--- config.mk ---
export PLATFORM = sky130hd
export DESIGN_NAME = fpm_regs
export DESIGN_NICKNAME = d
export VERILOG_FILES = /design/src/hdl/foc_position_pid_voltage_modulator_core_macros.svh /design/src/hdl/fpm_pkg.sv /design/src/hdl/fpm_regs.sv
export SDC_FILE = /design/constraint.sdc
export NUM_CORES = 1
export LEC_CHECK = 0
export BUFFER_PORTS_ARGS = -buffer_cell sky130_fd_sc_hd__buf_2
export CORE_MARGIN = 8
export CORE_UTILIZATION = 43
export DETAILED_ROUTE_END_ITERATION = 7
export PLACE_DENSITY = 0.68
export SYNTH_ARGS = -nofsm -noshare
export SYNTH_HDL_FRONTEND = slang
export SYNTH_SLANG_ARGS = --single-unit
export TNS_END_PERCENT = 10
--- constraint.sdc ---
create_clock -name clk -period 2.8 [get_ports clk]
set_input_delay 0.56 -clock clk [delete_from_list [all_inputs] [get_ports clk]]
set_output_delay 0.56 -clock clk [all_outputs]
set_load 0.05 [all_outputs]
--- src/hdl/foc_position_pid_voltage_modulator_core_macros.svh ---
// assertion helpers for the position pid voltage modulator
`ifndef FOC_POSITION_PID_VOLTAGE_MODULATOR_CORE_MACROS_SVH
`define FOC_POSITION_PID_VOLTAGE_MODULATOR_CORE_MACROS_SVH
`ifndef SYNTHESIS
`define FPM_ASSERT_IMPL(label, clk, rst, ante, cons) \
  label: assert property (@(posedge clk) disable iff (rst) (ante) |-> (cons)) \
    else $error("assertion failed");
`define FPM_ASSERT_NEXT(label, clk, rst, ante, cons) \
  label: assert property (@(posedge clk) disable iff (rst) (ante) |=> (cons)) \
    else $error("assertion failed");
`else
`define FPM_ASSERT_IMPL(label, clk, rst, ante, cons)
`define FPM_ASSERT_NEXT(label, clk, rst, ante, cons)
`endif
`endif

--- src/hdl/fpm_pkg.sv ---
`timescale 1ns / 1ps
package fpm_pkg;
  localparam int DIRECTION_DEF  = 1;
  localparam int ANGLE_BITS_DEF = 12;

  localparam logic signed [47:0] ERR_SUM_MAX = 48'sh7FFF_FFFF_FFFF;
  localparam logic signed [47:0] ERR_SUM_MIN = 48'sh8000_0000_0000;
  localparam logic [63:0] I_BOUND = 64'h1000_0000_0000_0000;
  localparam logic signed [21:0] TARGET_MAX = 22'sd1310720;
  localparam logic signed [21:0] TARGET_MIN = -22'sd1310720;
  localparam logic [16:0] SQRT3_Q16 = 17'd113512;

  // register indexes
  localparam logic [2:0] REG_TARGET = 3'd0;
  localparam logic [2:0] REG_GAIN_P = 3'd1;
  localparam logic [2:0] REG_GAIN_I = 3'd2;
  localparam logic [2:0] REG_GAIN_D = 3'd3;
  localparam logic [2:0] REG_SUPPLY = 3'd4;
  localparam logic [2:0] REG_VLIMIT = 3'd5;
  localparam logic [2:0] REG_OFFSET = 3'd6;
  localparam logic [2:0] REG_POLES  = 3'd7;

  typedef struct packed {
    logic signed [21:0] setpoint;
    logic signed [23:0] gain_p;
    logic signed [23:0] gain_i;
    logic signed [23:0] gain_d;
    logic [13:0] supply_voltage;
    logic [13:0] voltage_limit;
    logic [11:0] zero_offset;
    logic [5:0]  pole_pairs;
  } cfg_t;

  // quarter sine, 0..16384 in, Q16 out
  function automatic logic [16:0] qsine(input logic [14:0] u);
    logic [63:0] z, z2, t, s;
    begin
      z  = {33'd0, u, 16'd0};
      z2 = (z * z) >> 30;
      t  = 64'd5026991 - ((z2 * 64'd172272) >> 30);
      t  = 64'd85569306 - ((z2 * t) >> 30);
      t  = 64'd693598668 - ((z2 * t) >> 30);
      t  = 64'd1686629713 - ((z2 * t) >> 30);
      s  = ((z * t) >> 30) >> 14;
      if (s > 64'd65536) s = 64'd65536;
      qsine = s[16:0];
    end
  endfunction
endpackage

--- src/hdl/fpm_regs.sv ---
`timescale 1ns / 1ps
module fpm_regs (
  input  logic clk,
  input  logic rst,
  input  logic psel,
  input  logic penable,
  input  logic pwrite,
  input  logic [4:0] paddr,
  input  logic [31:0] pwdata,
  output logic [31:0] prdata,
  output logic pready,
  output fpm_pkg::cfg_t cfg
);
  import fpm_pkg::*;
  logic [2:0] idx;
  logic signed [21:0] tw;
  assign idx = paddr[4:2];
  assign pready = 1'b1;
  assign tw = $signed(pwdata[21:0]);

  // register writes
  always_ff @(posedge clk) begin
    if (rst) begin
      cfg.setpoint <= '0;
      cfg.gain_p <= 24'sd375491;
      cfg.gain_i <= '0;
      cfg.gain_d <= '0;
      cfg.supply_voltage <= 14'd3072;
      cfg.voltage_limit <= 14'd1536;
      cfg.zero_offset <= '0;
      cfg.pole_pairs <= 6'd7;
    end else if (psel && penable && pwrite) begin
      unique case (idx)
        REG_TARGET: cfg.setpoint <= (tw > TARGET_MAX) ? TARGET_MAX :
                                    (tw < TARGET_MIN) ? TARGET_MIN : tw;
        REG_GAIN_P: cfg.gain_p <= $signed(pwdata[23:0]);
        REG_GAIN_I: cfg.gain_i <= $signed(pwdata[23:0]);
        REG_GAIN_D: cfg.gain_d <= $signed(pwdata[23:0]);
        REG_SUPPLY: cfg.supply_voltage <= pwdata[13:0];
        REG_VLIMIT: cfg.voltage_limit <= pwdata[13:0];
        REG_OFFSET: cfg.zero_offset <= pwdata[11:0];
        REG_POLES:  cfg.pole_pairs <= pwdata[5:0];
        default: ;
      endcase
    end
  end

  // read back
  always_comb begin
    unique case (idx)
      REG_TARGET: prdata = 32'($signed(cfg.setpoint));
      REG_GAIN_P: prdata = 32'($signed(cfg.gain_p));
      REG_GAIN_I: prdata = 32'($signed(cfg.gain_i));
      REG_GAIN_D: prdata = 32'($signed(cfg.gain_d));
      REG_SUPPLY: prdata = {18'd0, cfg.supply_voltage};
      REG_VLIMIT: prdata = {18'd0, cfg.voltage_limit};
      REG_OFFSET: prdata = {20'd0, cfg.zero_offset};
      REG_POLES:  prdata = {26'd0, cfg.pole_pairs};
      default:    prdata = '0;
    endcase
  end
endmodule

==> impl_metrics.ini, run 1 <==
[global_routing]
antenna_found_initial = 0
grt_first_pass_wirelength_um = 35000
grt_overflow = 0
grtUsageTotal_pct = 24.3
grt_pass1_vias = 6098
grt_start_max_net_pins = 61

[yosys]
synth-xor-area-share_pct = 0
postSynthNetCount = 798
netlist_instances = 755
yosys.area.top_type = dfxtp_1
synth_ff_type = dfxtp_1
async_flop_share_pct = 0
synth_area_um2 = 6360
ys_seq_elements = 140
synth.top_cell.area_share_pct = 44.1
synth-simple-area-share_pct = 21.6
yosys_warnings = 0
yosys.area_share.adder_pct = 0.197
synth-edff-count = 0
synth.distinct_cells = 50
synth_compound_area_share_pct = 13.8
synth.area.mux_share_pct = 14.1
synth_top_family_by_area = simple AND/OR/NAND/NOR gates
synth_area_leaders = dfxtp_1, nand2_1, mux2i_1, a21oi_1, mux4_2
syn_avg_cell_area_um2 = 8.42
ys_seq_area_share_pct = 44.1

[floorplan]
die-width_um = 138
initial_core_util_pct = 43.9
pin_count = 215
die_area_um2 = 18900
rows = 44
die_height_um = 138
core_area_um2 = 14500

[route]
drc_errors = 0
via_count = 6159
wl_per_cell_um = 20.3
wl_um = 22900
firstDrtPassIters = 5
vias_per_cell = 5.45
drtIter0Drc = 515
ant_nets = 0

[finish]
stdcell_area_um2 = 8180
drive_above_1_share_pct = 31.9
nets = 979
top_register = cfg
syn_to_final_growth_pct = 28.7
largest_register_ffs = 140
biggestRegsByFlops = cfg x140
fillers = 1390
antennaDiodeCount = 0

[hold_path]
min_path_cells = 3
min_to = cfg[68]
hold_class = in2reg
hp-start = pwdata[22]

[timing]
maxSlewViolCount = 0
period_needed_ps = 2680
finalHoldViolations = 0
fin_worst_skew_ps = 0
fin_crit_sh_pct = 95.7
finalSetupViolCount = 0
tightest_slew_ps = 760
fin_hold_ws_ps = 391
rsz0062_at_grt = no
fmax_ghz = 0.373
layout_setup_ws_ps = 120
slew_headroom_pct = 48.9
fin_setup_tns_ps = 0

[power]
cellLeakagePower_nw = 3.51
total_power_w = 0.00484
ir_worst_vdd_mv = 0.433
powerDensity_nw_per_um2 = 591

[critical_path]
slowest_stage = clkinv_1
reg2reg_to = cfg[42]
cp.required_ps = 2240
worstReg2RegStart = cfg[42]
worstPathMaxFanout = 9
cpPeakStageDelay_ps = 390
crit_type = in2out
crit_path_start_kind = input pin
crit_chain = buf_2, clkinv_1, o21a_1, a21oi_1, o221ai_1, o21a_1, buf_2
worstSetupEndpointType = output pin
arrival_ps = 2120
r2r_slack_ps = 1940
worst-r2r-cell-count = 2

[clocking]
root_buffer = clkbuf_16
cts_sinks = 140
clk_latency_ps = 430
cts-buffers-inserted = 17
post_cts_buffers = 0
clk_pin_slew_worst_paths_ps = 60
h-tree-depth = 4
ctsHoldBuffers = 0
clock_path_buffers = 2
cts_resized = 0
cts_tree = built

[placed_design]
gp_congestion = 0.890
pre_cts_slack_ps = 96.5
placedInstanceArea_um2 = 7580
io_buffers = 203
dp_hpwl_um = 16400

[run_status]
status = complete, no violations

[job]
max-cap-violations = 0
## per-stage QoR
step / util [%] / cells
after floorplan: - / 755
after global placement: 52.3 / 1101
after detailed placement: 52.3 / 1101
after CTS: 56.5 / 1131
after global routing: 56.5 / 1131
final: 56.5 / 1131
## metal layers
| metal | part of all wire (%) | GRT usage, % | wire, um |
|---|---|---|---|
| met1 | 41 | 29.7 | 9320 |
| met2 | 48 | 40.0 | 11100 |
| met3 | 9.2 | 7.04 | 2120 |
| met4 | 1.6 | 8.69 | 365 |
| met5 | 0 | 0 | 0 |
## worst max-delay path by stage
stage / start / endpoint / slack, ps
4_1_cts: paddr[3] / prdata[1] / 90
5_1_grt: paddr[3] / prdata[5] / 20
3_3_place_gp: paddr[3] / prdata[1] / 140
6_report: paddr[3] / prdata[5] / 120
3_5_place_dp: paddr[3] / prdata[1] / 100
2_1_floorplan: paddr[3] / prdata[8] / 5
## placed cells by master (no fill, tap or decap), types with 3 or more instances in the layout
cell type	Yosys	final
mux2_2	6	6
buf_12	0	5
nor3_2	1	3
clkbuf_16	0	17
dfxtp_1	140	140
mux4_2	14	14
nor2_1	64	62
clkinv_2	0	3
bufinv_16	0	3
o21ai_0	4	3
nand2_1	177	176
a221o_1	4	4
a211o_1	7	7
a21oi_1	93	93
buf_4	11	32
or3_1	4	4
nor2b_1	17	16
a211oi_1	5	5
mux2i_1	51	51
clkbuf_8	0	4
and2_1	4	4
a22o_1	4	4
o22ai_1	4	4
a21o_1	3	3
nand3b_1	11	11
o21a_1	4	4
nand3_1	22	22
o221a_2	4	4
inv_1	4	4
nor2_2	2	4
buf_2	15	201
o221ai_1	3	3
## power breakdown
group / internal [W] / switching (W)
combinational: 0.000148 / 0.000348
clock: 0.00148 / 0.000842
sequential: 0.00201 / 0.0000124
total: 0.00364 / 0.00120
## cell type report
class                      instances  area [um^2]  share of cell area [%]
clock buffer                      23          488                    5.96
clock inverter                     7          113                    1.38
inverter                           6         22.5                   0.275
multi-input combinational        533         3180                    38.9
sequential                       140         2800                    34.3
tap                              184          230                    2.81
timing repair buffer             238         1350                    16.5
## logic make-up after synthesis
group,count (synthesis)
other,1
and+or+nand+nor,317
muxes,71
DFF,140
AOI/OAI and AO/OA,143
adders and majority gates,1
buffers and inverters,82
## cells in the mapped netlist (all sizes together), types with 5 or more instances
cell type	number
a211o	7
a211oi	5
a21oi	93
buf	30
clkbuf	46
dfxtp	140
mux2	6
mux2i	51
mux4	14
nand2	177
nand3	22
nand3b	11
nor2	66
nor2b	17
nor3	5
## worst max-delay path, delay by kind of cell
family          cells  cell delay, ps
buf+inv             3             840
compound gates      4             710
No activity file was read; power rests on OpenSTA's default activity.
==> run 2, diff against run 1 <==
--- a/config.mk
+++ b/config.mk
@@ -6,6 +6,7 @@
 export NUM_CORES = 1
 export LEC_CHECK = 0
 export BUFFER_PORTS_ARGS = -buffer_cell sky130_fd_sc_hd__buf_2
+export CORE_ASPECT_RATIO = 1.4
 export CORE_MARGIN = 8
 export CORE_UTILIZATION = 43
 export DETAILED_ROUTE_END_ITERATION = 7
==> run 2 against run 1 <==
  * Largest cell class unchanged
  * Clock power rose by 6%
  * Utilization increased by 0.68 points
  * Critical endpoint is now prdata[10]
  * Global-route usage down 0.73 points
  * Clock-buffer cell count decreased by 3
  * Worst hold slack better by 18 ps
  * Register-to-register slack improved by 30 ps
==> impl_metrics.ini, run 2 (same netlist as run 1, synthesis figures left out) <==
[run_status]
status = complete, no violations

[clocking]
clock_path_buffers = 2
ctsHoldBuffers = 0
h-tree-depth = 4
cts_sinks = 140
clk_latency_ps = 410
cts_tree = built
post_cts_buffers = 0
cts_resized = 0
cts-buffers-inserted = 17
clk_pin_slew_worst_paths_ps = 60
root_buffer = clkbuf_16

[route]
vias_per_cell = 5.49
drtIter0Drc = 444
firstDrtPassIters = 5
wl_per_cell_um = 20.0
ant_nets = 0
wl_um = 22700
via_count = 6245
drc_errors = 0

[hold_path]
min_path_cells = 3
hold_class = in2reg

[critical_path]
crit_type = in2out
crit_path_start_kind = input pin
worst-r2r-cell-count = 2
r2r_slack_ps = 1970
cp.required_ps = 2240
worstPathMaxFanout = 9
worstSetupEndpointType = output pin
arrival_ps = 2100

[timing]
finalSetupViolCount = 0
finalHoldViolations = 0
slew_headroom_pct = 56.6
fin_setup_tns_ps = 0
fin_crit_sh_pct = 95.1
period_needed_ps = 2660
fin_worst_skew_ps = 0
maxSlewViolCount = 0
tightest_slew_ps = 651
rsz0062_at_grt = no
fmax_ghz = 0.375

[global_routing]
grt_pass1_vias = 6265
grtUsageTotal_pct = 23.6
grt_first_pass_wirelength_um = 35600
grt_start_max_net_pins = 56
grt_overflow = 0
antenna_found_initial = 0

[finish]
antennaDiodeCount = 0
layout_common_cells = buf_2, nand2_1, dfxtp_1
fillers = 1370
nets = 980
drive_above_1_share_pct = 31.9
largest_register_ffs = 140
final_common_cell = buf_2
biggestRegsByFlops = cfg x140
syn_to_final_growth_pct = 30.0
top_register = cfg

[job]
max-cap-violations = 0

[placed_design]
io_buffers = 203
dp_hpwl_um = 16400
gp_congestion = 0.832

[floorplan]
die_area_um2 = 19000
rows = 52
core_area_um2 = 14400
initial_core_util_pct = 44.0
pin_count = 215
die_height_um = 160
die-width_um = 119

[power]
powerDensity_nw_per_um2 = 602
total_power_w = 0.00497
cellLeakagePower_nw = 3.54
ir_worst_vdd_mv = 0.398
run 2: cell types whose count changed in the layout (fill, tap and decap cells not counted), sizes merged:
cell	previous run	this run
clkbuf	23	20
clkinvlp	1	3
bufinv	3	5
buf	238	239
run 2: metal layers:
layer	wire, um	part of all wire, %	vias up	GRT usage, %
li1	-	-	2940	-
met1	8940	39	2989	27.2
met2	11500	51	274	40.5
met3	1660	7.3	42	6.18
met4	639	2.8	0	9.69
met5	0	0	-	0
run 2: final timing paths:
check | start | to
max reg2reg | cfg[28] | cfg[28]
max | paddr[3] | prdata[10]
min | pwdata[22] | cfg[116]
min reg2reg | cfg[86] | cfg[86]
run 2: metrics by stage:
stage / instances / utilization, % / hold WS [ps] / cell area (um^2) / setup WS [ps]
finish: 1138 / 57.2 / 409 / 8260 / 137
global route: 1138 / 57.2 / 401 / 8260 / 40.9
CTS: 1138 / 57.2 / 401 / 8260 / 123
detailed placement: 1107 / 52.7 / 461 / 7610 / 122
global placement: 1107 / 52.7 / 453 / 7610 / 134
floorplan: 755 / - / 679 / 6360 / 4.60
run 2: final cells by class:
| type | instances | area [um^2] | area share, % |
|---|---|---|---|
| sequential | 140 | 2800 | 33.9 |
| inverter | 6 | 22.5 | 0.273 |
| multi-input combinational | 533 | 3180 | 38.4 |
| timing repair buffer | 239 | 1380 | 16.7 |
| clock buffer | 20 | 457 | 5.53 |
| tap | 189 | 236 | 2.86 |
| clock inverter | 11 | 191 | 2.32 |
run 2: report_power, final:
group          internal (W)  switching (W)
logic              0.000146       0.000346
clock network       0.00162       0.000840
registers           0.00201      0.0000127
run 2: critical path, stage by stage:
cell	delay [ps]
buf_2	180
clkinv_1	340
nand2_1	460
o221a_2	280
buf_2	260
